**src/rtl/cis_pkg.sv**
```systemverilog
// cis_pkg: types and constants for the can identifier statistics table
// request, result and table entry structs, opcode and status codes, controller
// state enum, and the command and status structs between controller and datapath
package cis_pkg;

  localparam logic [1:0] OP_FRAME = 2'd0;
  localparam logic [1:0] OP_READ  = 2'd1;
  localparam logic [1:0] OP_CLEAR = 2'd2;

  localparam logic [1:0] ST_UPDATED = 2'd0;
  localparam logic [1:0] ST_NEW     = 2'd1;
  localparam logic [1:0] ST_DROPPED = 2'd2;
  localparam logic [1:0] ST_NONE    = 2'd3;

  typedef struct packed {
    logic [1:0]  opcode;
    logic [28:0] frame_id;
    logic        frame_ext;
    logic        frame_rtr;
    logic [3:0]  frame_len;
    logic [63:0] frame_payload;
    logic [7:0]  read_index;
  } req_t;

  typedef struct packed {
    logic [1:0]  frame_status;
    logic        read_hit;
    logic [28:0] entry_id;
    logic        entry_ext;
    logic        entry_rtr;
    logic [3:0]  entry_len;
    logic [63:0] entry_payload;
    logic [31:0] entry_count;
    logic [7:0]  entries_used;
    logic [31:0] total_frames;
  } rsp_t;

  typedef struct packed {
    logic [28:0] id;
    logic        ext;
    logic        rtr;
    logic [3:0]  len;
    logic [63:0] payload;
    logic [31:0] count;
  } entry_t;

  typedef enum logic [2:0] {
    S_IDLE,
    S_SCAN,
    S_WR_UPD,
    S_WR_NEW,
    S_RD,
    S_FIN,
    S_DONE
  } state_e;

  typedef struct packed {
    logic load;
    logic scan;
    logic latch_hit;
    logic wr_upd;
    logic wr_new;
    logic drop;
    logic rd;
    logic finish;
  } cmd_t;

  typedef struct packed {
    logic is_frame;
    logic is_read;
    logic match;
    logic scan_more;
    logic cmp_vld;
    logic full;
  } sts_t;

endpackage

```
**src/rtl/cis_ctrl.sv**
```systemverilog
// cis_ctrl: sequencing state machine for the statistics table
// issues commands to cis_dp and reads its status; uses cis_pkg
module cis_ctrl (
  input  logic          clk_i,
  input  logic          rst_ni,
  input  logic          start_i,
  input  cis_pkg::sts_t sts_i,
  output cis_pkg::cmd_t cmd_o,
  output logic          busy_o,
  output logic          valid_o
);
  import cis_pkg::*;

  state_e state_q, state_d;

  always_ff @(posedge clk_i or negedge rst_ni) begin
    if (!rst_ni) begin
      state_q <= S_IDLE;
    end else begin
      state_q <= state_d;
    end
  end

  always_comb begin
    state_d = state_q;
    unique case (state_q)
      S_IDLE: begin
        if (start_i) begin
          if (sts_i.is_frame) begin
            state_d = S_SCAN;
          end else if (sts_i.is_read) begin
            state_d = S_RD;
          end else begin
            state_d = S_FIN;
          end
        end
      end
      S_SCAN: begin
        if (sts_i.match) begin
          state_d = S_WR_UPD;
        end else if (!sts_i.scan_more && !sts_i.cmp_vld) begin
          state_d = sts_i.full ? S_FIN : S_WR_NEW;
        end
      end
      S_WR_UPD: state_d = S_FIN;
      S_WR_NEW: state_d = S_FIN;
      S_RD:     state_d = S_FIN;
      S_FIN:    state_d = S_DONE;
      S_DONE:   state_d = S_IDLE;
      default:  state_d = S_IDLE;
    endcase
  end

  always_comb begin
    cmd_o   = '0;
    busy_o  = 1'b1;
    valid_o = 1'b0;
    unique case (state_q)
      S_IDLE: begin
        busy_o     = 1'b0;
        cmd_o.load = start_i;
      end
      S_SCAN: begin
        cmd_o.scan      = !sts_i.match;
        cmd_o.latch_hit = sts_i.match;
        cmd_o.drop      = !sts_i.match && !sts_i.scan_more && !sts_i.cmp_vld && sts_i.full;
      end
      S_WR_UPD: cmd_o.wr_upd = 1'b1;
      S_WR_NEW: cmd_o.wr_new = 1'b1;
      S_RD:     cmd_o.rd     = 1'b1;
      S_FIN:    cmd_o.finish = 1'b1;
      S_DONE:   valid_o      = 1'b1;
      default:  cmd_o        = '0;
    endcase
  end

endmodule

```
**config.mk**
```make
export PLATFORM = sky130hd
export DESIGN_NAME = cis_ctrl
export DESIGN_NICKNAME = d
export VERILOG_FILES = /design/src/rtl/cis_pkg.sv /design/src/rtl/cis_ctrl.sv
export SDC_FILE = /design/constraint.sdc
export NUM_CORES = 1
export LEC_CHECK = 0
export CORE_AREA = 5 5 42 44
export DETAILED_ROUTE_END_ITERATION = 8
export DIE_AREA = 0 0 47 49
export DONT_BUFFER_PORTS = 1
export GPL_TIMING_DRIVEN = 1
export PLACE_DENSITY = 0.43
export SLEW_MARGIN = 20
export SYNTH_ARGS = -nofsm -noshare
export SYNTH_HDL_FRONTEND = slang
export SYNTH_SLANG_ARGS = --single-unit
export TNS_END_PERCENT = 5
```
**constraint.sdc**
```tcl
create_clock -name clk_i -period 1.8 [get_ports clk_i]
set_clock_uncertainty 0.05 [all_clocks]
set_input_delay 0 -clock clk_i [delete_from_list [all_inputs] [get_ports clk_i]]
set_output_delay 0 -clock clk_i [all_outputs]
set_load 0.1 [all_outputs]
```
==> results.toml, run 1 <==
[status]
outcome = "complete, no violations"

[yosys]
synth_edf_count = 0
syn_nets = 43
yosysMostFrequentCell = "nor2_1"
async_reset_ff_share_pct = 100.0
synth.avg_cell_area_um2 = 8.645
seq_area_frac_synth_pct = 26.32
ys_types = 22
synthTopCellsByCount = "nor2_1, dfrtp_1, inv_1"
yosysTopAreaCellShare_pct = 26.32
synth_area_leaders = "dfrtp_1, nor4b_4, nor2_1, nor3b_1, nand2b_4"
ys.flop_type = "dfrtp_1"
yosysWarnings = 0
ys_seq_elements = 3
syn_inst = 33
netlist_area_um2 = 285.3
netlist.top_cell.by_area = "dfrtp_1"

[place]
hpwlAfterDp_um = 660.1
portBuffers = 0
dpl.cell_count = 58
place_ws_ns = 0.3538
place.gp.congestion = 0.7721

[clocking]
root_buffer = "clkbuf_4"
clk_latency_ns = 0.23
cts_tree = "yes"
cts_made_buffers = 3
cts-resized-gates = 0
clkTransAtPathRegs_ns = 0.03
clkSinkCount = 3
h-tree-depth = 1
clk_path_buf_depth = 2

[setup_path]
worstPathCellList = "nor3_1 -> inv_1 -> nor2_2 -> buf_12"
required_ns = 1.75
max_stage_delay_ns = 0.52
worstPathMaxFanout = 10
ff2ff_path_depth = 2
crit_slowest_cell = "dfrtp_1"
critPathCaptureType = "output pin"
regToRegStartpoint = "state_q[2]"
reg2reg_slack_ns = 0.36
critical_path_class = "reg2out"
startpoint_type = "flop"
crit_arrival_ns = 1.54
r2r_end = "state_q[2]"

[floorplan]
start_util_pct = 20.36
rows = 14
die_height_um = 49
num_io_pins = 19
dieWidth_um = 47
coreArea_mm2 = 0.001401
die-area_mm2 = 0.002303

[global_route]
grt_max_degree = 11
grt_pass1_vias = 326
grt_usage_pct = 8.398
globalRouteOverflowTotal = 0
use_met3_pct = 3.690
use_met1_pct = 9.735
grt_pass1_wl_mm = 1.407
gr-usage-met2_pct = 12.67
antenna_found_initial = 0
busiest_layer = "met2"

[drt]
vias = 313
drtIter0Drc = 2
ant_nets = 0
dr.pass1.iters = 2
viasPerCell = 4.603
wl_um = 790
drc = 0
post_drt_wl_per_cell_um = 11.62

[hold_path]
min_from = "sts_i[5]"
whs_path_depth = 2
hold_end = "state_q[2]"
hold_class = "in2reg"

[cells_and_area]
stdcell_count = 68
largest-register = "state_q"
nNetsFinal = 63
top_regs = "state_q (3)"
largest_reg_flops = 3
final_core_util_pct = 38.66
area_growth_pct = 89.91
n_antenna_cell = 0
drive_gt1_share_pct = 46.15

[sta]
layout_setup_ws_ns = 0.2097
setup_viol = 0
fmax_mhz = 628.8
slew-limit-headroom_pct = 66.82
fin_tns_setup_ns = 0
rsz0062_at_grt = "no"
finalMaxSlewViolations = 0
fin_crit_sh_pct = 88.35
finalHoldViolations = 0
worst_pin_slew_ns = 0.5004
period_minus_slack_ns = 1.590

[run]
drv_cap = 0
## cell families after synthesis
kind of cell	share of synthesized area (%)
buffers and inverters	5.700
AND/OR/NAND/NOR	47.37
flip-flops	26.32
adder cells (fa/ha/maj)	4.385
AO/OA/AOI/OAI	16.23
## critical path, delay by kind of cell, from the launching register on
kind / cells / cell delay (ns)
flops: 1 / 0.52
simple gates: 2 / 0.46
buf+inv: 2 / 0.32
## stage by stage
step | cell area, um^2 | hold WS, ns
4_1_cts | 541.8 | 0.005905
2_1_floorplan | 301.5 | -0.3456
5_1_grt | 541.8 | 0.01636
3_3_place_gp | 455.4 | -0.3455
3_5_place_dp | 455.4 | -0.3455
6_report | 541.8 | 0.01161
## cells in the final DEF, fill, tap and decap left out, types with 2 or more instances in the layout
cell type,synthesis,routed
buf_4,0,8
dfrtp_1,3,3
inv_1,3,3
nand2_1,2,2
nor2_2,0,3
dlygate4sd3_1,0,6
nor2_1,5,2
clkbuf_4,0,3
nor3b_4,0,2
## worst max path at each step
stage	from	to	slack, ns
floorplan	state_q[2]	cmd_o[7]	-0.89
finish	state_q[2]	cmd_o[7]	0.21
global route	state_q[2]	cmd_o[7]	0.09
CTS	state_q[2]	cmd_o[7]	0.19
detailed placement	state_q[2]	state_q[2]	0.35
global placement	state_q[2]	state_q[2]	0.40
## layer usage
metal	part of all wire (%)	up-vias
met2	55	7
li1	-	160
met4	0	0
met1	39	146
met5	0	-
met3	6.1	0
## area by class of cell
cell class | count | area (um^2)
multi-input combinational | 26 | 244.0
tap | 16 | 20.02
timing repair buffer | 16 | 165.2
inverter | 3 | 11.26
clock buffer | 4 | 26.28
sequential | 3 | 75.07
fill | 150 | 859.6
## what timing repair did
action / in CTS / in global routing
hold buffers: 6 / 0
endpoints found under the hold margin: 6 / 0
endpoints found under the setup margin: 0 / 0
setup buffers: 0 / 0
Power of run 1 is not shown: default switching activity piles up to over one toggle a cycle in this logic, so the estimate is an artifact.
==> run 2: changes to the inputs <==
--- a/config.mk
+++ b/config.mk
@@ -5,12 +5,14 @@
 export SDC_FILE = /design/constraint.sdc
 export NUM_CORES = 1
 export LEC_CHECK = 0
+export CELL_PAD_IN_SITES_DETAIL_PLACEMENT = 0
+export CELL_PAD_IN_SITES_GLOBAL_PLACEMENT = 1
 export CORE_AREA = 5 5 42 44
 export DETAILED_ROUTE_END_ITERATION = 8
 export DIE_AREA = 0 0 47 49
 export DONT_BUFFER_PORTS = 1
 export GPL_TIMING_DRIVEN = 1
-export PLACE_DENSITY = 0.43
+export PLACE_DENSITY = 0.54
 export SLEW_MARGIN = 20
 export SYNTH_ARGS = -nofsm -noshare
 export SYNTH_HDL_FRONTEND = slang
==> run 2 against run 1 <==
Net effect:
- the flow now finishes with violations (negative hold slack)
- cell count is 1.5% lower
- via count is 0.32% lower
- sequential cell count unchanged
- die area unchanged
- critical path type unchanged
==> results.toml, run 2 (synthesis results as in run 1) <==
[setup_path]
worstPathMaxFanout = 10
crit_arrival_ns = 1.53
max_stage_delay_ns = 0.53
critical_path_class = "reg2out"
worstPathCellList = "nor3_1 -> inv_1 -> nor2_2 -> buf_12"
regToRegStartpoint = "state_q[2]"
reg2reg_slack_ns = 0.35
crit_slowest_cell = "dfrtp_1"
required_ns = 1.75
r2r_end = "state_q[2]"
startpoint_type = "flop"
ff2ff_path_depth = 2
critPathCaptureType = "output pin"

[floorplan]
dieWidth_um = 47
die-area_mm2 = 0.002303
start_util_pct = 20.36
rows = 14
die_height_um = 49
num_io_pins = 19
coreArea_mm2 = 0.001401

[run]
drv_cap = 0

[clocking]
cts_made_buffers = 3
clkTransAtPathRegs_ns = 0.03
clk_path_buf_depth = 2
h-tree-depth = 1
clkSinkCount = 3
root_buffer = "clkbuf_4"
clk_latency_ns = 0.23
cts_tree = "yes"

[global_route]
grt_pass1_vias = 312
grt_usage_pct = 8.039
grt_pass1_wl_mm = 1.304
grt_max_degree = 11
antenna_found_initial = 0
globalRouteOverflowTotal = 0

[cells_and_area]
mostFrequentLayoutCells = "buf_4, dlygate4sd3_1"
nNetsFinal = 62
area_growth_pct = 87.28
drive_gt1_share_pct = 45.10
largest-register = "state_q"
largest_reg_flops = 3
fill_cells = 147
n_antenna_cell = 0
top_regs = "state_q (3)"
final_common_cell = "buf_4"

[drt]
wl_um = 811
met1_length_um = 309
dr.pass1.iters = 3
drtIter0Drc = 5
ant_nets = 0
highest_layer = "met4"
drc = 0
wl_met3_um = 66
viasPerCell = 4.657
post_drt_wl_per_cell_um = 12.10
vias = 312
wl_met2_um = 424

[sta]
fmax_mhz = 631.1
finalHoldViolations = 1
fin_crit_sh_pct = 88.04
finalMaxSlewViolations = 0
setup_viol = 0
worst_pin_slew_ns = 0.5050
hold_ws_ns = -0.01465
fin_tns_setup_ns = 0
slew-limit-headroom_pct = 66.51
period_minus_slack_ns = 1.585
rsz0062_at_grt = "no"

[hold_path]
hold_end = "state_q[2]"
whs_path_depth = 2
min_from = "sts_i[5]"
hold_class = "in2reg"

[place]
hpwlAfterDp_um = 687.1
portBuffers = 0
place.gp.congestion = 0.7101

[status]
outcome = "finished with violations"
violations = "negative hold slack"
-- run 2: cell types whose count changed in the layout (fill, tap and decap cells not counted), sizes merged --
cell  before  now
buf        9    8
-- run 2: how the worst max path moves through the flow --
stage,start,endpoint
after floorplan,state_q[2],cmd_o[7]
after global placement,state_q[2],state_q[2]
after detailed placement,state_q[2],state_q[2]
after CTS,state_q[2],cmd_o[7]
after global routing,state_q[2],cmd_o[7]
final,state_q[2],cmd_o[7]
-- run 2: cell type report --
type | instances | area [um^2] | share of cell area [%]
timing repair buffer | 15 | 157.7 | 29.51
sequential | 3 | 75.07 | 14.05
multi-input combinational | 26 | 244.0 | 45.67
inverter | 3 | 11.26 | 2.108
tap | 16 | 20.02 | 3.747
clock buffer | 4 | 26.28 | 4.918
-- run 2: what timing repair did --
| item | CTS | global route |
|---|---|---|
| hold buffers | 6 | 0 |
| hold endpoints to repair | 6 | 0 |
| setup buffers | 0 | 0 |
| resized for setup | 0 | 0 |
-- run 2: per-layer routing --
layer | vias to the layer above | GRT usage, %
met5 | - | 0
met4 | 0 | 6.912
met3 | 2 | 3.321
met2 | 11 | 11.76
met1 | 142 | 8.389
li1 | 157 | -
-- run 2: per-stage QoR --
step	worst slack [ns]	hold WS [ns]	instance area, um^2	cells	util, %
global route	0.06226	0.002251	534.3	67	38.13
detailed placement	0.3450	-0.3455	447.9	57	31.96
CTS	0.2106	0.007850	534.3	67	38.13
finish	0.2154	-0.01465	534.3	67	38.13
floorplan	-0.8880	-0.3456	301.5	33	-
global placement	0.3623	-0.3455	447.9	57	31.96
-- run 2: critical path, delay by kind of cell, from the launching register on --
family                 cells  cell delay, ns
DFF                        1            0.53
and+or+nand+nor            2            0.45
buffers and inverters      2            0.32
Power of run 2 is left out for the same reason.
